**config.mk**
```make
export PLATFORM = sky130hd
export DESIGN_NAME = pft_queue
export DESIGN_NICKNAME = d
export VERILOG_FILES = /design/src/hdl/pft_pkg.sv /design/src/hdl/pft_queue.sv
export SDC_FILE = /design/constraint.sdc
export NUM_CORES = 1
export LEC_CHECK = 0
export ABC_AREA = 0
export BUFFER_PORTS_ARGS = -buffer_cell sky130_fd_sc_hd__buf_2
export CAP_MARGIN = 20
export CORE_ASPECT_RATIO = 0.75
export CORE_MARGIN = 3
export CORE_UTILIZATION = 59
export CTS_CLUSTER_SIZE = 16
export DETAILED_ROUTE_END_ITERATION = 16
export GPL_TIMING_DRIVEN = 0
export HOLD_SLACK_MARGIN = 0.06
export PLACE_DENSITY = 0.82
export SKIP_CTS_REPAIR_TIMING = 1
export SKIP_LAST_GASP = 1
export SLEW_MARGIN = 5
export SYNTH_ARGS = -nofsm -noshare
export SYNTH_HDL_FRONTEND = slang
export SYNTH_SLANG_ARGS = --single-unit
```
**constraint.sdc**
```tcl
create_clock -name clk -period 2.7 [get_ports clk]
set_input_delay 0.27 -clock clk [delete_from_list [all_inputs] [get_ports clk]]
set_output_delay 0.27 -clock clk [all_outputs]
set_load 0.005 [all_outputs]
```
**src/hdl/pft_pkg.sv**
```systemverilog
// Shared constants, codes and elaboration-time helpers for the planar frame transform.
package pft_pkg;

	localparam int COORD_WIDTH_DEF   = 32;
	localparam int ANGLE_WIDTH_DEF   = 16;
	localparam int CORDIC_STAGES_DEF = 16;
	localparam int ATAN_COUNT        = 24;
	localparam int QUEUE_DEPTH       = 4;
	localparam int Z_WIDTH           = 33;
	localparam int XY_WIDTH          = 34;

	localparam logic [1:0] KIND_TO_ABS = 2'd0;
	localparam logic [1:0] KIND_TO_LOC = 2'd1;
	localparam logic [1:0] KIND_VEL    = 2'd2;
	localparam logic [1:0] KIND_NONE   = 2'd3;

	// atan(2^-i) in units of 2^-32 turn
	localparam longint ATAN_TURN32 [ATAN_COUNT] = '{
		536870912, 316933406, 167458907, 85004756, 42667331, 21354465,
		10679838, 5340245, 2670163, 1335087, 667544, 333772,
		166886, 83443, 41722, 20861, 10430, 5215,
		2608, 1304, 652, 326, 163, 81
	};

	function automatic int stage_count(input int stages);
		return (stages < ATAN_COUNT) ? stages : ATAN_COUNT;
	endfunction

	function automatic int trig_frac(input int cw);
		return ((62 - cw) < 30) ? (62 - cw) : 30;
	endfunction

	function automatic int word_width(input int cw, input int aw);
		return 2 + 2 + Z_WIDTH + 2 * (cw + 1) + 2 * cw + aw;
	endfunction

	function automatic longint mul_q30(input longint a, input longint b);
		return (a * b + (longint'(1) <<< 29)) >>> 30;
	endfunction

	// inverse CORDIC gain in Q.30, Newton iteration on 1/sqrt(p)
	function automatic longint cordic_gain_inv(input int n);
		longint p;
		longint y;
		longint u;
		p = longint'(1) <<< 30;
		y = 644245094;
		for (int i = 0; i < n; i++) begin
			p = p + (p >>> (2 * i));
		end
		for (int i = 0; i < 6; i++) begin
			u = mul_q30(p, mul_q30(y, y));
			y = mul_q30(y, 3 * (longint'(1) <<< 30) - u) >>> 1;
		end
		return y;
	endfunction

endpackage

```
**src/hdl/pft_queue.sv**
```systemverilog
// Short word queue between the front end and the CORDIC back end.
module pft_queue import pft_pkg::*; #(
	parameter int WIDTH = 8,
	parameter int DEPTH = QUEUE_DEPTH
) (
	input  logic             clk,
	input  logic             arst_n,
	input  logic             push,
	input  logic [WIDTH-1:0] wdata,
	input  logic             pop,
	output logic [WIDTH-1:0] rdata,
	output logic             empty,
	output logic             almost_full
);

	localparam int PW = (DEPTH > 1) ? $clog2(DEPTH) : 1;
	localparam int NW = $clog2(DEPTH + 1);

	logic [WIDTH-1:0] mem [DEPTH];
	logic [PW-1:0]    wp_q, rp_q;
	logic [NW-1:0]    cnt_q;

	always_ff @(posedge clk or negedge arst_n) begin
		if (!arst_n) begin
			wp_q  <= '0;
			rp_q  <= '0;
			cnt_q <= '0;
		end else begin
			if (push) begin
				wp_q <= (wp_q == PW'(DEPTH - 1)) ? '0 : wp_q + 1'b1;
			end
			if (pop) begin
				rp_q <= (rp_q == PW'(DEPTH - 1)) ? '0 : rp_q + 1'b1;
			end
			cnt_q <= cnt_q + NW'(push) - NW'(pop);
		end
	end

	always_ff @(posedge clk) begin
		if (push) begin
			mem[wp_q] <= wdata;
		end
	end

	assign rdata       = mem[rp_q];
	assign empty       = (cnt_q == '0);
	assign almost_full = (cnt_q >= NW'(DEPTH - 1));

endmodule

```
### After elaboration in Yosys (flattened, before gate mapping)

Memory sizes are Yosys's and may differ from the RTL's.
Cells that the tools add are included.

* register bits after elaboration: 7
* RAM bits: 32
* bits of input ports: 12
* output and inout bits: 10
* word-level logic and storage cells: 16
* memories kept: 1

* $add $sub $neg: 4
* order comparisons: 1
* equality and inequality tests: 2
* muxes and demuxes: 4
* reductions and logical operators: 1

Memory list
* mem: words 4, width 8, read ports 1, clocked after memory_dff 0, write ports 1, RTL line pft_queue.sv:19 `logic [WIDTH-1:0] mem [DEPTH];`

Operators with widths (count)
* $add A2 B1 Y2 const B: 2
* $eq A2 B2 Y1 const B: 2
* $mux W2: 2
* $add A3 B1 Y3: 1
* $ge A3 B2 Y1 const B: 1
* $logic_not A3 Y1: 1
* $sub A3 B1 Y3: 1
* $mux W1: 2

### Logic depth before layout (Yosys ltp)

Gate-level depths: netlist of the first run.

* depth in word-level cells: 2
* depth in mapped cells: 6
* mapped depth without buffers: 6

### Least setup slack after synthesis of the first run

Ideal clock, no wire load.

* kind: reg2reg
* start: register cnt_q[0]
* end: register cnt_q[2]
* library setup time: 0.122 ns
* arrival: 1.339 ns
* required time: 2.578 ns
* slack: 1.239 ns
* cell stages (with the launch flop): 7
* path buffers: 0
* clock period less this slack: 1.461 ns
* cells stage by stage: dfrtp_1 > inv_1 > ha_1 > inv_1 > ha_1 > fa_1 > xor2_1

* word-level cells in the longest chain between the ends: 2

Ends and longest elaborated chain
* start: declaration: RTL line pft_queue.sv:21 `logic [NW-1:0] cnt_q;`
* start signal: assignment: RTL line pft_queue.sv:35 `cnt_q <= cnt_q + NW'(push) - NW'(pop);`
* $add A3 B1 Y3: RTL line pft_queue.sv:35
* $sub A3 B1 Y3: RTL line pft_queue.sv:35

No other way between the ends.
A chain may end at the register's enable or synchronous reset.

### Worst setup path after layout of the first run

* start: register rp_q[0]
* end: output port rdata[6]

* word-level cells in the longest chain between the ends: 1

Ends and longest elaborated chain
* start: declaration: RTL line pft_queue.sv:20 `logic [PW-1:0] wp_q, rp_q;`
* start signal: assignment: RTL line pft_queue.sv:33 `rp_q <= (rp_q == PW'(DEPTH - 1)) ? '0 : rp_q + 1'b1;`
* $mem_v2 Z4 W8
* end: declaration: RTL line pft_queue.sv:11 `output logic [WIDTH-1:0] rdata,`

No other way between the ends.

==> results of run 1 <==
final timing paths:
kind | cells after the start | endpoint | slack [ns] | start
worst min register to register | 2 | rp_q[1] | 0.63 | rp_q[1]
min in group asynchronous | 2 | wp_q[1] | 0.27 | arst_n
max in group asynchronous | 2 | cnt_q[2] | 2.27 | arst_n
worst max-delay path | 3 | rdata[6] | 0.85 | rp_q[0]
worst max register to register | 6 | cnt_q[2] | 1.13 | cnt_q[0]
worst min-delay path | 1 | mem[0][2] | 0.13 | wdata[2]
cells by family (layout without fill, tap and decap cells):
kind of cell / count (synthesis) / after routing / synth area share [%]
flops: 39 / 39 / 72.1
mux: 10 / 10 / 12.9
fa+ha+maj: 9 / 9 / 7.63
simple gates: 9 / 9 / 3.18
buf+inv: 9 / 39 / 2.70
compound gates: 3 / 3 / 0.953
xor+xnor: 1 / 1 / 0.556
final cells by class:
class | count | area [sq um] | share of cell area, %
Sequential cell | 39 | 1140 | 63.7
Clock buffer | 7 | 45.0 | 2.53
Buffer | 2 | 16.3 | 0.912
Multi-Input combinational cell | 32 | 397 | 22.2
Timing Repair Buffer | 22 | 115 | 6.46
Tap cell | 34 | 42.5 | 2.39
Clock inverter | 1 | 5.00 | 0.281
Inverter | 7 | 26.3 | 1.47
registers in the layout, indices dropped and copies added, names as in the netlist:
signal and flops:
cnt_q 3, wp_q 2, mem 32, rp_q 2
cells in the mapped netlist, drive strengths merged:
master and count:
and2 4, buf 2, dfrtp 7, edfxtp 32, fa 1, ha 8
inv 7, mux2 2, mux4 8, nand2 2, nor2 1, nor3 1
o21ai 3, or3b 1, xor2 1
power by group:
part | total (mW) | internal (mW) | switching, mW
clock network | 0.283 | 0.101 | 0.182
registers | 0.847 | 0.793 | 0.0543
logic | 0.572 | 0.293 | 0.280
total | 1.70 | 1.19 | 0.516
layer usage:
metal,vias up,track usage [%],share of wire (%)
li1,358,-,-
met1,389,22.6,44
met2,17,27.0,50
met3,6,5.37,4.3
met4,0,9.31,2.1
met5,-,0,0
==> results.cfg, run 1 <==
[outcome]
outcome = complete, no violations

[synth]
synth_nets = 101
syn_avg_cell_area_sq_um = 19.7
synth_warnings = 0
synth_top_area_cell = edfxtp_1
seq_area_frac_synth_pct = 72.1
synth_area_sq_mm = 0.00158
synth_cells = 80
synth.ff_latch_count = 39
synth_top_area_share_pct = 61.0
ys_types = 16
synthTopCellsByArea = edfxtp_1 (61%), mux4_2 (11%), dfrtp_1 (11%)

[placement]
port_buffers = 21
dp_slack_ns = 1.17
hpwlAfterDp_microns = 1660
placedCellCount = 135
gp_congestion = 0.695
place_area_sq_mm = 0.00172

[job]
cap_violations = 0

[sta]
fin_setup_tns_ns = 0
fin_ws_ns = 0.847
relSlewSlack_pct = 70.5
period_minus_slack_ns = 1.85
setup_viol = 0
whs_ns = 0.129
max_freq_mhz = 540
timing.final.crit_share_pct = 68.6
grt_setup_unrepaired = no
fin_skew_ns = 0.00752
tightest_slew_ns = 0.442
hold_viol = 0
drv_slew = 0

[layout]
nets = 130
synthToLayoutAreaGrowth_pct = 13.2
final_util_pct = 73.6
fillers = 147
final_cell_mix = edfxtp_1 (32), buf_2 (22), mux4_2 (8), ha_1 (8)
drive_above_1_share_pct = 35.5
layoutNonFillerInstCount = 144
num_antenna_cells = 0
final_common_cell = edfxtp_1
design_area_sq_mm = 0.00178

[floorplanning]
rows = 15
die_area_sq_mm = 0.00333
pin_count = 22
die_h_microns = 50.8
initial_utilization_pct = 65.1
chipWidth_microns = 65.7
core_sq_mm = 0.00242

[setup_path]
cp_data_required_time_ns = 2.43
worst_setup_path_end_kind = output port
cp-start-kind = flip-flop
crit_arrival_ns = 1.58
worst-path-buf-inv = 2
critPathSlowestCell = mux4_2
crit_chain = buf_6, mux4_2, buf_2
crit_family = multiplexers
crit_fanout = 10
critical_path_class = reg -> out
max_stage_delay_ns = 0.52

[grt]
grt-ovfl-total = 0
grt_pass1_vias = 832
grt_max_degree = 12
globalRouteTotalUtil_pct = 17.6
grt_pass1_wl_microns = 4020
antenna_found_initial = 0

[routing]
route.vias.total = 770
drtPass1Iterations = 4
routed_wl_microns = 2440
antenna_left = 0
post_drt_wl_per_cell_microns = 16.9
vias_per_cell = 5.35
drt_iter0_drc = 65
drcViolationCount = 0

[cts]
clock_latency_ns = 0.35
numCtsBuffers = 5
cts_buffer_depth = 2
cts_max_level = 2
cts_tree = yes
numClockSinks = 39
cts_root_buf = clkbuf_4
clkTransAtPathRegs_ns = 0.11

[power]
power_density_mw_per_mm2 = 955
vdd_ir_drop_max_mv = 0.588
leakage_nw = 0.695
power_mw = 1.70

[hold_path]
hold_class = in -> reg
Note: power is estimated with default switching activity, not from simulation.
==> inputs of run 2 (changes only) <==
- ABC_AREA: 0 -> 1
- CORE_UTILIZATION: 59 -> 56
- PLACE_DENSITY: 0.82 -> 0.77
- clock period: 2.7 -> 1.77 ns (I/O delays scaled with it)
==> results.cfg, run 2 <==
[outcome]
outcome = complete, no violations

[synth]
synth_nets = 192
synth_warnings = 0
synth_enable_flop_cells = 32
syn_avg_cell_area_sq_um = 10.4
seq_area_frac_synth_pct = 64.1
synth.ff_latch_count = 39
ys_types = 17
synth_cells = 171
synth_top_area_share_pct = 54.2
synth_most_common_cell = nand2_1
synthArstFlopShare_pct = 17.9
synth_ff_type = edfxtp_1
synth_commonest_cells = nand2_1 (48), inv_1 (43), edfxtp_1 (32)
synth_top_area_cell = edfxtp_1
synthTopCellsByArea = edfxtp_1 (54%), nand2_1 (10%), dfrtp_1 (9.9%)
synth_area_sq_mm = 0.00177

[layout]
synthToLayoutAreaGrowth_pct = 13.5
design_area_sq_mm = 0.00201
layoutNonFillerInstCount = 238
top_register = mem
final_cell_mix = nand2_1 (48), inv_1 (43), edfxtp_1 (32)
drive_above_1_share_pct = 16.5
num_antenna_cells = 0
largestRegisters = mem (32), cnt_q (3)
nets = 221
largest_reg_flops = 32
final_common_cell = nand2_1
final_util_pct = 67.6

[cts]
clock_latency_ns = 0.28
cts_root_buf = clkbuf_8
clkTransAtPathRegs_ns = 0.07
cts_tree = yes
cts_buffer_depth = 2
numClockSinks = 39
cts_max_level = 2
numCtsBuffers = 5

[sta]
timing.final.crit_share_pct = 89.5
hold_viol = 0
whs_ns = 0.107
drv_slew = 0
grt_setup_unrepaired = no
tightest_slew_ns = 0.389
fin_ws_ns = 0.186
setup_viol = 0
fin_setup_tns_ns = 0
max_freq_mhz = 631
period_minus_slack_ns = 1.58
fin_skew_ns = 0.00561
relSlewSlack_pct = 74.0

[grt]
globalRouteTotalUtil_pct = 17.8
antenna_found_initial = 0
grt_pass1_vias = 1122
grt-ovfl-total = 0
grt_max_degree = 12
grt_pass1_wl_microns = 5070

[routing]
post_drt_wl_per_cell_microns = 12.8
drcViolationCount = 0
antenna_left = 0
drtPass1Iterations = 4
route.vias.total = 1129
vias_per_cell = 4.74
routed_wl_microns = 3050
drt_iter0_drc = 60

[floorplanning]
chipWidth_microns = 71.0
die_area_sq_mm = 0.00388
pin_count = 22
initial_utilization_pct = 59.5
rows = 17
die_h_microns = 54.7
core_sq_mm = 0.00298

[setup_path]
reg2reg_depth = 6
rrSetupSlack_ns = 0.23
crit_fanout = 10
worst_setup_path_end_kind = output port
r2r_start = cnt_q[0]
startpoint = rp_q[0]
cp_data_required_time_ns = 1.59
critical_path_class = reg -> out
critPathCapture = rdata[2]
rr_endpoint = cnt_q[2]
cp-start-kind = flip-flop
crit_arrival_ns = 1.41

[placement]
hpwlAfterDp_microns = 2140
dp_slack_ns = 0.245
placedCellCount = 230
place_area_sq_mm = 0.00193
port_buffers = 21
gp_congestion = 0.738

[power]
power_density_mw_per_mm2 = 1430
power_mw = 2.88
leakage_nw = 1.01
vdd_ir_drop_max_mv = 0.659

[hold_path]
hold_depth = 1
hold_start = wdata[1]
hold_class = in -> reg

[job]
cap_violations = 0
==> run 2: area by class of cell <==
class                   instances  area [sq um]
clock inverters                 2          8.76
inverters                      45           171
multi-input cells              83           430
plain buffers                   4          35.0
repair buffers                 22           115
flip-flops and latches         39          1140
clock buffers                   5          68.8
fillers                       218           965
well taps                      38          47.5
==> run 2: power breakdown <==
| group | internal, mW | switching, mW |
|---|---|---|
| logic | 0.415 | 0.642 |
| registers | 1.21 | 0.0819 |
| clock network | 0.262 | 0.276 |
| total | 1.88 | 1.00 |
==> run 2: worst min-delay path by stage <==
stage	endpoint	slack, ns
final	mem[2][1]	0.11
after global routing	mem[0][6]	0.10
after CTS	cnt_q[0]	-0.28
after detailed placement	wp_q[1]	0.02
after global placement	wp_q[1]	0.01
after floorplan	cnt_q[0]	-0.12
==> run 2: worst max-delay path: stages, from the launching register on <==
cell     delay, ns
dfrtp_1       0.39
buf_6         0.15
inv_4         0.10
buf_6         0.16
nand2_1       0.06
nand3_1       0.06
nand2_1       0.06
buf_2         0.12
==> run 2: cell families after synthesis <==
| kind of cell | synth area share (%) |
|---|---|
| buffers and inverters | 11.6 |
| flip-flops | 64.1 |
| AO/OA/AOI/OAI | 1.41 |
| adder cells (fa/ha/maj) | 6.78 |
| AND/OR/NAND/NOR | 15.6 |
| XOR/XNOR | 0.494 |
==> run 2: metal layers <==
layer	vias to the layer above	track usage (%)	wire length, microns
li1	583	-	-
met5	-	0	0
met3	2	4.77	111
met2	19	32.2	1600
met4	0	6.56	11
met1	525	21.0	1320
