<file path="config.mk">
export PLATFORM = sky130hd
export DESIGN_NAME = pft_front
export DESIGN_NICKNAME = d
export VERILOG_FILES = /design/src/hdl/pft_pkg.sv /design/src/hdl/pft_front.sv
export SDC_FILE = /design/constraint.sdc
export NUM_CORES = 1
export LEC_CHECK = 0
export BUFFER_PORTS_ARGS = -buffer_cell sky130_fd_sc_hd__buf_2
export CAP_MARGIN = 20
export CELL_PAD_IN_SITES_DETAIL_PLACEMENT = 1
export CELL_PAD_IN_SITES_GLOBAL_PLACEMENT = 2
export CORE_MARGIN = 5
export CORE_UTILIZATION = 29
export CTS_CLUSTER_DIAMETER = 100
export DETAILED_ROUTE_END_ITERATION = 6
export PLACE_DENSITY_LB_ADDON = 0.08
export SLEW_MARGIN = 20
export SYNTH_ARGS = -nofsm -noshare
export SYNTH_HDL_FRONTEND = slang
export SYNTH_SLANG_ARGS = --single-unit
</file>
<file path="constraint.sdc">
create_clock -name clk -period 0.8 [get_ports clk]
set_input_delay 0.16 -clock clk [delete_from_list [all_inputs] [get_ports clk]]
set_output_delay 0.16 -clock clk [all_outputs]
set_load 0.02 [all_outputs]
</file>
<file path="src/hdl/pft_pkg.sv">
// Shared constants, codes and elaboration-time helpers for the planar frame transform.
package pft_pkg;

	localparam int COORD_WIDTH_DEF   = 32;
	localparam int ANGLE_WIDTH_DEF   = 16;
	localparam int CORDIC_STAGES_DEF = 16;
	localparam int ATAN_COUNT        = 24;
	localparam int QUEUE_DEPTH       = 4;
	localparam int Z_WIDTH           = 33;
	localparam int XY_WIDTH          = 34;

	localparam logic [1:0] KIND_TO_ABS = 2'd0;
	localparam logic [1:0] KIND_TO_LOC = 2'd1;
	localparam logic [1:0] KIND_VEL    = 2'd2;
	localparam logic [1:0] KIND_NONE   = 2'd3;

	// atan(2^-i) in units of 2^-32 turn
	localparam longint ATAN_TURN32 [ATAN_COUNT] = '{
		536870912, 316933406, 167458907, 85004756, 42667331, 21354465,
		10679838, 5340245, 2670163, 1335087, 667544, 333772,
		166886, 83443, 41722, 20861, 10430, 5215,
		2608, 1304, 652, 326, 163, 81
	};

	function automatic int stage_count(input int stages);
		return (stages < ATAN_COUNT) ? stages : ATAN_COUNT;
	endfunction

	function automatic int trig_frac(input int cw);
		return ((62 - cw) < 30) ? (62 - cw) : 30;
	endfunction

	function automatic int word_width(input int cw, input int aw);
		return 2 + 2 + Z_WIDTH + 2 * (cw + 1) + 2 * cw + aw;
	endfunction

	function automatic longint mul_q30(input longint a, input longint b);
		return (a * b + (longint'(1) <<< 29)) >>> 30;
	endfunction

	// inverse CORDIC gain in Q.30, Newton iteration on 1/sqrt(p)
	function automatic longint cordic_gain_inv(input int n);
		longint p;
		longint y;
		longint u;
		p = longint'(1) <<< 30;
		y = 644245094;
		for (int i = 0; i < n; i++) begin
			p = p + (p >>> (2 * i));
		end
		for (int i = 0; i < 6; i++) begin
			u = mul_q30(p, mul_q30(y, y));
			y = mul_q30(y, 3 * (longint'(1) <<< 30) - u) >>> 1;
		end
		return y;
	endfunction

endpackage

</file>
<file path="src/hdl/pft_front.sv">
// Front end: accept an item, reduce the heading to a quadrant and pick the operands.
module pft_front import pft_pkg::*; #(
	parameter int COORD_WIDTH = COORD_WIDTH_DEF,
	parameter int ANGLE_WIDTH = ANGLE_WIDTH_DEF,
	parameter int WORD_W      = word_width(COORD_WIDTH, ANGLE_WIDTH)
) (
	input  logic                          clk,
	input  logic                          arst_n,
	input  logic                          accept,
	input  logic [1:0]                    kind,
	input  logic signed [COORD_WIDTH-1:0] origin_x,
	input  logic signed [COORD_WIDTH-1:0] origin_y,
	input  logic [ANGLE_WIDTH-1:0]        origin_angle,
	input  logic signed [COORD_WIDTH-1:0] point_x,
	input  logic signed [COORD_WIDTH-1:0] point_y,
	input  logic [ANGLE_WIDTH-1:0]        point_angle,
	output logic                          push,
	output logic [WORD_W-1:0]             word
);

	localparam int CW = COORD_WIDTH;
	localparam int AW = ANGLE_WIDTH;
	localparam logic [AW-1:0] EIGHTH = AW'(1) << (AW - 3);

	logic [AW-1:0]          a_sum;
	logic [1:0]             q;
	logic [AW-1:0]          ru;
	logic [Z_WIDTH-1:0]     z;
	logic signed [CW:0]     vx, vy;
	logic signed [CW-1:0]   ox, oy;
	logic [AW-1:0]          ang;
	logic                   valid_s1;
	logic [WORD_W-1:0]      word_s1;

	always_comb begin
		a_sum = origin_angle + EIGHTH;
		q     = a_sum[AW-1:AW-2];
		ru    = origin_angle - {q, {(AW-2){1'b0}}};
		z     = {{(Z_WIDTH-AW){ru[AW-1]}}, ru} << (32 - AW);
		vx    = '0;
		vy    = '0;
		ox    = '0;
		oy    = '0;
		ang   = '0;
		case (kind)
			KIND_TO_ABS: begin
				vx  = (CW+1)'(point_x);
				vy  = (CW+1)'(point_y);
				ox  = origin_x;
				oy  = origin_y;
				ang = origin_angle + point_angle;
			end
			KIND_TO_LOC: begin
				vx  = (CW+1)'(point_x) - (CW+1)'(origin_x);
				vy  = (CW+1)'(point_y) - (CW+1)'(origin_y);
				ang = point_angle - origin_angle;
			end
			KIND_VEL: begin
				vx  = (CW+1)'(point_x);
				vy  = (CW+1)'(point_y);
				ang = point_angle;
			end
			default: begin
				vx = '0;
			end
		endcase
	end

	always_ff @(posedge clk or negedge arst_n) begin
		if (!arst_n) begin
			valid_s1 <= 1'b0;
		end else begin
			valid_s1 <= accept;
		end
	end

	always_ff @(posedge clk) begin
		if (accept) begin
			word_s1 <= {kind, q, z, vx, vy, ox, oy, ang};
		end
	end

	assign push = valid_s1;
	assign word = word_s1;

endmodule

</file>
**Word-level counts from Yosys, hierarchy flattened**

Cells that the tools add are included.

- Add/sub/neg operators: 6
- Equal/unequal tests: 2
- Mux-type cells: 3
- Reductions and logical operators: 2

Operators by type and width:

| kind | number |
|---|---|
| $pmux W33 S2 | 2 |
| $sub A32 B32 Y33 | 2 |
| $pmux W16 S3 | 1 |
| $sub A16 B16 Y16 | 2 |
| $add A16 B14 Y16 const B | 1 |
| $add A16 B16 Y16 | 1 |
| $eq A2 B1 Y1 const B | 1 |
| $eq A2 B2 Y1 const B | 1 |
| $logic_not A2 Y1 | 1 |
| $reduce_or A2 Y1 | 1 |

- Flip-flop bits (word level): 168
- Input bits: 165
- Output and inout bits: 184

**Logic depth before layout (Yosys ltp)**

Gate-level depths: netlist (run 1).

- Depth after elaboration: 3
- Gate-level depth with buffers: 16
- Depth with buffers taken out: 16

**Worst setup path before layout (run 1)**

OpenSTA, ideal clock, no wires.

- Path kind: input-to-reg
- Start: input kind[0]
- End: register word_s1[14] (netlist: word[14]), data pin
- Arrival: 2,590 ps
- Slack: -2,048 ps
- Stages on the path: 15
- Buffers on the path: 1
- Cells stage by stage: inv_2 > nor2_1 > clkbuf_1 > nor2_1 > xnor2_1 > ha_1 > nor2b_1 > o21ai_0 > nand2b_1 > a21o_1 > a21o_1 > a21oi_1 > o21ai_1 > a2bb2oi_1 > o221a_2

- Cells in the longest elaborated chain, start to end: 2
- Elaborated cells on any way between the ends: 4
- Those cells by class: eq/ne: 2; mux: 1; reduce/logical: 1

RTL lines:

| what | line | source |
|---|---|---|
| from (decl) | pft_front.sv:10 | `input logic [1:0] kind,` |
| $eq A2 B2 Y1, or another cell as far along | pft_front.sv:45 | `case (kind)` |
| $pmux W16 S3 * | pft_front.sv:45 |  |
| named net ang[14] | pft_front.sv:31 | `logic [AW-1:0] ang;` |
| to (signal assigned) | pft_front.sv:79 | `word_s1 <= {kind, q, z, vx, vy, ox, oy, ang};` |
| to (decl) | pft_front.sv:33 | `logic [WORD_W-1:0] word_s1;` |

The timed path passes the listed nets; every way through them passes the cells marked *.
A chain may end at the register's enable or synchronous reset.

**Worst setup path in the final report (run 1)**

- Start: input origin_angle[2]
- End: register word_s1[15] (netlist: word[15]), data pin

- Cells in the longest elaborated chain, start to end: 2
- Elaborated cells on any way between the ends: 3
- Those cells by class: add/sub: 2; mux: 1

RTL lines:

| what | line | source |
|---|---|---|
| from (decl) | pft_front.sv:13 | `input logic [ANGLE_WIDTH-1:0] origin_angle,` |
| $sub A16 B16 Y16 / $add A16 B16 Y16 (equally long branches) | pft_front.sv:56, pft_front.sv:51 |  |
| $pmux W16 S3 * | pft_front.sv:45 |  |
| named net ang[15] | pft_front.sv:31 |  |

Marks and branches as above.

==> results.toml, run 1 <==
[synth]
synth-warning-count = 0
synth_cells = 1043
synthArstFlopShare_pct = 0.599
ys_ff_latch = 167
synthDistinctLibCells = 75
synth_area_um2 = 10900
synth.avg_cell_area_um2 = 10.4
synth_edf_count = 166
synthFlopType = "edfxtp_1"
yosysSeqAreaShare_pct = 46.1

[run]
maxCapViolations = 0

[drt]
drt_iter0_markers = 292
drt-wirelength-per-cell_um = 20.3
wirelength_um = 44300
viasPerCell = 4.89
drc = 0
final_antenna_net_count = 0
num_vias = 10700
drtPass1Iterations = 4

[critical_path]
crit_arrival_ns = 2.55
crit_start = "origin_angle[2]"
path_class = "input port to flip-flop"
crit_path_start_kind = "input port"
critPathMaxFanout = 2
end_kind = "flip-flop"
cp.required_ns = 1.00

[sta]
hold_violations = 0
tns_ns = -141.66
maxSlewViolCount = 0
finalSetupViolations = 247
clock.fmax_ghz = 0.426
period_share_pct = 294
rsz0062_at_grt = "true"
fin_hold_ws_ns = 0.0141
worst_slew_pin_slew_ns = 0.598
timing.final.ws_setup_ns = -1.55
finalCriticalPeriod_ns = 2.35
relSlewSlack_pct = 60.1

[cts]
clockRootBuffer = "clkbuf_16"
ctsLongestPathBuffers = 2
h-tree-depth = 4
path_clk_slew_ns = 0.07
cts.sink_count = 167
cts_buffers = 17
cts_tree = "built"

[die]
dieArea_um2 = 41400
fp.dieW_um = 204
num_rows = 71
pin_count = 349
die_h_um = 204
start_util_pct = 29.1
core_area_um2 = 37300

[global_routing]
groute.usage.overall_pct = 20.4
grt_max_degree = 71
antenna_found_initial = 4
grt_pass1_wl_um = 66200
gr-total-overflow = 0
grt_pass1_vias = 11600

[placed_design]
port_buffers = 332
gp_congestion = 0.792
hpwl_um = 31700
placed_area_um2 = 15800
dpl.cell_count = 2083

[outcome]
status = "finished with violations"
failed_checks = "negative setup slack"

[layout]
stdcell_count = 2187
design_area_um2 = 19200
layout-drive-gt1-share_pct = 55.0
nNetsFinal = 1949
postLayoutCoreUtil_pct = 51.4
area_growth_pct = 76.6

[power]
ir_drop_v = 0.00155
powerDensity_nw_per_um2 = 1700
p_leak_nw = 8.41

[min_path]
min_path_type = "input port to flip-flop"
min-delay-start = "point_y[7]"
## final cells by class
cell class | instances | area [um2]
fill | 3972 | 18100
multi-input combinational | 737 | 6780
timing repair buffer | 679 | 5700
sequential | 167 | 5010
tap | 474 | 593
inverter | 96 | 502
clock buffer | 18 | 429
clock inverter | 14 | 175
antenna | 2 | 5.00
## state kept, by name (all words and copies together), names as in the netlist
register / flops
push: 1
word: 166
## metrics by stage
stage	worst slack [ns]	total power [mW]
6_report	-1.55	32.6
5_1_grt	-1.78	34.3
4_1_cts	-1.52	32.0
3_5_place_dp	-2.10	21.0
3_3_place_gp	-2.01	20.9
2_1_floorplan	-1.74	16.7
## worst paths after layout
kind | depth (start not counted) | end
hold / removal | 2 | word[87]$_DFFE_PP_
setup / recovery | 16 | word[15]$_DFFE_PP_
max in group asynchronous | 3 | push$_DFF_PN0_
min in group asynchronous | 3 | push$_DFF_PN0_
## cells in the mapped netlist (4+ instances only)
master    count  area, um2
o21a_1        4       30.0
a31oi_1      12       75.1
nand2_1      61        229
o31ai_1       6       45.0
nand2b_1     11       68.8
nor2_1       46        173
nand3_1      14       70.1
o21bai_1     10       75.1
xor2_1       31        272
and3_1       11       68.8
a21o_1       26        195
xnor2_1      51        447
nor3b_1       4       30.0
a211oi_1      8       60.1
buf_4        17        128
and2_1        8       50.1
o21ai_0      34        170
ha_1         83       1040
a22o_1       55        482
clkbuf_1     29        109
nor3_1       76        380
nor2b_1      11       68.8
nand4_1       6       37.5
buf_1        11       41.3
o21ai_1      10       50.1
a21oi_1      69        345
o22ai_1      11       68.8
edfxtp_1    166       4980
inv_1        95        357
## kinds of logic (layout without fill, tap and decap cells)
logic type      Yosys count  after routing  synth area share (%)
compound gates          283            283                  18.5
xor+xnor                 82             82                  6.61
fa+ha+maj                86             86                  10.1
buf+inv                 154            807                  5.92
flops                   167            167                  46.1
other cells               1             18                0.0345
simple gates            270            270                  12.7
## layer usage
metal | track usage, % | share of wire, %
met5 | 0 | 0.063
met3 | 4.60 | 4.9
met2 | 37.4 | 53
met4 | 4.00 | 1.1
met1 | 24.7 | 41
## where the power goes
group          internal (mW)  switching, mW
Clock                   4.94           3.97
Combinational           6.41           6.32
Sequential              10.6          0.379
## critical path: stages
cell,delay [ns]
buf_6,0.10
nor3_4,0.22
and3b_2,0.23
nand2_2,0.09
o21ai_2,0.16
xor2_1,0.17
ha_1,0.27
a21oi_2,0.14
inv_1,0.06
a21o_1,0.16
a21oi_2,0.14
o21ai_1,0.10
a21oi_2,0.15
xor2_1,0.18
o21bai_1,0.13
nand3_1,0.08
## timing repair
item                       4_1_cts  5_1_grt
setup endpoints to repair      304      277
buffers inserted                43       31
cloned                           1        2
hold buffers                    11        0
hold endpoints to repair        15        0
pin swaps                      151       97
gates resized for setup        410      147
## cell usage in the layout, fill, tap and decap left out, drive strengths merged, types with 3 or more instances in the layout
master	instances
a21o	26
conb	16
nand3	14
o21ai	45
fa	3
nor4	5
dlygate4sd3	11
o41ai	6
inv	97
bufinv	3
clkinv	4
buf	666
clkinvlp	6
xor2	31
a21oi	72
and2	8
clkbuf	20
nor2	46
o31ai	8
ha	83
nor2b	11
nand2	61
o21a	4
a211oi	8
nand4	7
a31oi	12
nand2b	11
a31o	4
or3	3
o21bai	11
xnor2	51
and3	11
a22o	55
nor3	79
edfxtp	166
o22ai	12
nor3b	4
No activity file was read; power rests on OpenSTA's default activity.
==> run 2: changes to the inputs <==
CORE_UTILIZATION = 34   (was 29)
clock period = 2.9 ns   (was 0.8 ns; I/O delays follow)
==> run 2 against run 1 <==
Power fell by 76%. Setup slack improved by 1.5 ns. Largest power group is now sequential cells. The flow still finishes with violations (negative setup slack). Clock power fell by 75%. Clock-buffer cell count rose by 1. Sequential cell count did not move. Critical path depth did not move. First-iteration DRC count rose by 15%. Non-clock buffer count fell by 162. Sequential share of layout area rose by 7.2 points. Die area fell by 14%. Cell count fell by 11%. Via count fell by 7.5%.
==> results.toml, run 2 (synthesis gave the netlist of run 1 again) <==
[cts]
path_clk_slew_ns = 0.07
clockRootBuffer = "clkbuf_16"
cts.sink_count = 167
cts_buffers = 17
ctsLongestPathBuffers = 2
cts_tree = "built"
h-tree-depth = 4

[sta]
finalSetupViolations = 1
clock.fmax_ghz = 0.341
finalCriticalPeriod_ns = 2.93
worst_slew_pin_slew_ns = 0.875
rsz0062_at_grt = "true"
period_share_pct = 101
relSlewSlack_pct = 41.7
hold_violations = 0
timing.final.ws_setup_ns = -0.0329
maxSlewViolCount = 0

[global_routing]
grt_pass1_wl_um = 58300
antenna_found_initial = 7
grt_max_degree = 63
grt_pass1_vias = 10600
gr-total-overflow = 0
groute.usage.overall_pct = 20.8

[placed_design]
gp_congestion = 0.865
port_buffers = 332
pre_cts_ws_ns = -0.531
hpwl_um = 29600
placed_area_um2 = 14300

[layout]
largest_reg_flops = 166
design_area_um2 = 15100
final_common_cell = "buf_2"
layout_common_cells = "buf_2 (328), buf_4 (181), edfxtp_1 (166), inv_1 (94), ha_1 (78)"
area_growth_pct = 38.5
layout-drive-gt1-share_pct = 39.4
nNetsFinal = 1787

[die]
start_util_pct = 34.4
core_area_um2 = 31600
pin_count = 349
num_rows = 65
dieArea_um2 = 35600
die_h_um = 189
fp.dieW_um = 189

[drt]
viasPerCell = 5.06
drt-wirelength-per-cell_um = 19.3
drc = 0
drt_iter0_markers = 336
num_vias = 9889
drtPass1Iterations = 4
final_antenna_net_count = 0
wirelength_um = 37800

[critical_path]
crit_arrival_ns = 3.13
critPathMaxFanout = 3
path_class = "input port to flip-flop"
crit_path_start_kind = "input port"
end_kind = "flip-flop"
cp.required_ns = 3.10

[min_path]
min_path_cells = 1
min_path_type = "input port to flip-flop"
min-delay-start = "origin_angle[1]"
holdPathEnd = "word[163]$_DFFE_PP_"

[outcome]
status = "finished with violations"
failed_checks = "negative setup slack"

[power]
powerDensity_nw_per_um2 = 513
ir_drop_v = 0.000401
p_leak_nw = 6.90
total_power_mw = 7.71

[run]
maxCapViolations = 0
## run 2: per-stage QoR
stage,TNS [ns],utilization (%),hold WS [ns],instances
after floorplan,-0.131,-,0.284,1058
after global routing,-0.553,47.7,0.351,1953
final,-0.0329,47.7,0.363,1955
after detailed placement,-12.45,45.2,0.356,1913
after global placement,-10.56,45.2,0.356,1913
after CTS,-0.00117,47.1,0.328,1946
## run 2: how the worst max path moves through the flow
| stage | cells past startpoint | endpoint | startpoint |
|---|---|---|---|
| floorplan | 15 | word[15]$_DFFE_PP_ | origin_angle[2] |
| global placement | 15 | word[144]$_DFFE_PP_ | origin_x[8] |
| detailed placement | 16 | word[15]$_DFFE_PP_ | origin_angle[0] |
| CTS | 16 | word[15]$_DFFE_PP_ | origin_angle[1] |
| global route | 16 | word[15]$_DFFE_PP_ | origin_angle[0] |
| finish | 16 | word[15]$_DFFE_PP_ | origin_angle[1] |
## run 2: worst max-delay path, stage by stage
cell      delay [ns]
buf_2           0.12
inv_1           0.07
ha_2            0.19
nand3b_1        0.14
o31ai_2         0.23
xor2_1          0.18
ha_1            0.27
a21o_1          0.22
a21oi_2         0.19
inv_1           0.10
a31oi_4         0.18
o21ai_1         0.08
a21oi_1         0.18
xor2_1          0.20
o21bai_1        0.13
nand3_1         0.08
## run 2: metal layers
metal  GRT usage [%]  part of all wire (%)  vias up
li1                -                     -     4824
met1            24.4                    42     4780
met2            37.4                    50      232
met3            5.93                   6.2       43
met4            5.69                   1.6       10
met5               0                  0.16        -
## run 2: power by group
part,internal [mW],total [mW],switching (mW)
sequential,2.92,2.98,0.0576
combinational,1.07,2.49,1.43
clock,1.19,2.24,1.05
## run 2: area by class of cell
type	instances	area (um2)
fillers	3636	16500
multi-input cells	737	5490
flip-flops and latches	167	5010
repair buffers	517	3120
well taps	402	503
clock buffers	19	433
inverters	96	364
clock inverters	13	124
diodes	4	10.0
## run 2: repair_timing
| item | 4_1_cts | 5_1_grt |
|---|---|---|
| pin swaps | 0 | 23 |
| buffers inserted | 0 | 5 |
| resized for setup | 3 | 33 |
| endpoints found under the setup margin | 3 | 22 |
| hold buffers | 1 | 0 |
| hold endpoints to repair | 1 | 0 |
==> run 3: changes to the inputs <==
CORE_UTILIZATION = 29   (was 34)
clock period = 2.5 ns   (was 2.9 ns; I/O delays follow)
==> run 3 against run 2 <==
Worst hold slack got worse by 0.12 ns. Sequential share of layout area fell by 3.3 points. Power rose by 25%. Cell count rose by 7.7%. The run still ends with negative setup slack left. Clock-buffer cell count fell by 2. Wire length rose by 6.7%. Via count rose by 3.2%. Critical path type unchanged. Design area rose by 11%. Highest routed layer unchanged. Global-route usage fell by 1.8 points. First-iteration DRC count fell by 18%. Sequential power rose by 16%.
==> results.toml, run 3 (synthesis gave the netlist of run 1 again) <==
[power]
p_clk_share_pct = 29.2
p_leak_nw = 7.48
combPwrFrac_pct = 34.8
p_seq_share_pct = 36.0
ir_drop_v = 0.000493
netSwitchingPower_mw = 3.13
internal_power_mw = 6.50
sw_frac_of_total_pct = 32.5
powerDensity_nw_per_um2 = 576

[critical_path]
critical-path-max-stage-delay_ns = 0.23
end_kind = "flip-flop"
crit_slowest_cell = "ha_4"
crit_chain = "buf_8, inv_6, ha_4, buf_6, nor2_4, xnor2_4, ha_4, buf_6, nor2b_4, o21ai_2, nand2b_1, a21o_1, a21o_1, a21oi_4, o21ai_4, a2bb2oi_2, o221a_2"
path_class = "input port to flip-flop"
crit_path_start_kind = "input port"
critPathMaxFanout = 5
cp.required_ns = 2.70
crit_arrival_ns = 2.88

[outcome]
status = "finished with violations"
failed_checks = "negative setup slack"

[global_routing]
antenna_found_initial = 9
grt_pass1_wl_um = 62100
groute.usage.overall_pct = 19.0
grt_pass1_vias = 11200
grt_max_degree = 63
gr-total-overflow = 0

[placed_design]
hpwl_um = 31200
gp_congestion = 0.796
port_buffers = 332
pre_cts_ws_ns = -0.713
placed_area_um2 = 15200

[sta]
finalCriticalPeriod_ns = 2.68
clock.fmax_ghz = 0.373
relSlewSlack_pct = 43.5
timing.final.ws_setup_ns = -0.179
period_share_pct = 107
finalSetupViolations = 9
rsz0062_at_grt = "true"
maxSlewViolCount = 0
fin_hold_ws_ns = 0.247
worst_slew_pin_slew_ns = 0.847
hold_violations = 0
tns_ns = -0.730

[cts]
cts_tree = "built"
h-tree-depth = 4
path_clk_slew_ns = 0.08
ctsLongestPathBuffers = 2
clockRootBuffer = "clkbuf_16"
cts_buffers = 17
cts.sink_count = 167

[die]
fp.dieW_um = 204
core_area_um2 = 37300
dieArea_um2 = 41400
start_util_pct = 29.1
pin_count = 349
die_h_um = 204
num_rows = 71

[layout]
final_common_cell = "buf_2"
nNetsFinal = 1866
design_area_um2 = 16700
area_growth_pct = 53.9
layout_common_cells = "buf_2 (313), buf_4 (249), edfxtp_1 (166), inv_1 (74), nor3_1 (72)"
layout-drive-gt1-share_pct = 48.3
largest_reg_flops = 166

[drt]
drt-wirelength-per-cell_um = 19.2
drc = 0
wirelength_um = 40300
wl_met2_um = 20200
final_antenna_net_count = 0
highest_layer = "met5"
wl_met3_um = 2450
num_vias = 10200
drt_iter0_markers = 277
drtPass1Iterations = 5
met1_length_um = 17100
viasPerCell = 4.85

[min_path]
min_path_type = "input port to flip-flop"

[run]
maxCapViolations = 0
[run 3: repair_timing]
| action | CTS | global route |
|---|---|---|
| endpoints found under the hold margin | 1 | 0 |
| hold buffers | 1 | 0 |
| buffers inserted | 15 | 18 |
| pin swaps | 45 | 48 |
| setup endpoints to repair | 23 | 35 |
| resized for setup | 62 | 89 |
[run 3: metal layers]
layer  global-route usage (%)  vias up
met5                        0        -
met4                     5.13       10
met3                     5.37       38
met2                     33.3      210
met1                     23.0     4976
li1                         -     4973
[run 3: layout make-up]
class | instances | area [um2]
inverters | 96 | 414
diodes | 4 | 10.0
well taps | 474 | 593
flip-flops and latches | 167 | 5010
fillers | 4267 | 20600
clock buffers | 17 | 425
repair buffers | 596 | 3890
clock inverters | 15 | 176
multi-input cells | 737 | 6200
[run 3: path summary, 6_finish.rpt]
check	from	to	slack, ns	cells past startpoint
max in group asynchronous	arst_n	push$_DFF_PN0_	2.07	2
hold / removal	origin_angle[1]	word[163]$_DFFE_PP_	0.25	1
setup / recovery	origin_angle[1]	word[14]$_DFFE_PP_	-0.18	17
min in group asynchronous	arst_n	push$_DFF_PN0_	0.35	2
[run 3: critical path, delay by kind of cell]
| kind | cells | cell delay, ns |
|---|---|---|
| compound gates | 7 | 1.15 |
| fa+ha+maj | 2 | 0.38 |
| simple gates | 3 | 0.34 |
| buf+inv | 4 | 0.34 |
| xor+xnor | 1 | 0.15 |
[run 3: power groups by stage]
| stage | logic [mW] | registers, mW | clock network [mW] |
|---|---|---|---|
| floorplan | 1.39 | 3.87 | 0 |
| global placement | 3.02 | 3.53 | 0 |
| detailed placement | 3.06 | 3.53 | 0 |
| CTS | 3.19 | 3.48 | 2.92 |
| global route | 3.64 | 3.49 | 3.02 |
| finish | 3.35 | 3.47 | 2.81 |
[run 3: metrics by stage]
| stage | power (mW) | util (%) | cells |
|---|---|---|---|
| global route | 10.2 | 44.8 | 2105 |
| global placement | 6.55 | 40.7 | 2039 |
| CTS | 9.58 | 43.3 | 2087 |
| detailed placement | 6.59 | 40.7 | 2039 |
| finish | 9.63 | 44.8 | 2106 |
| floorplan | 5.27 | - | 1058 |
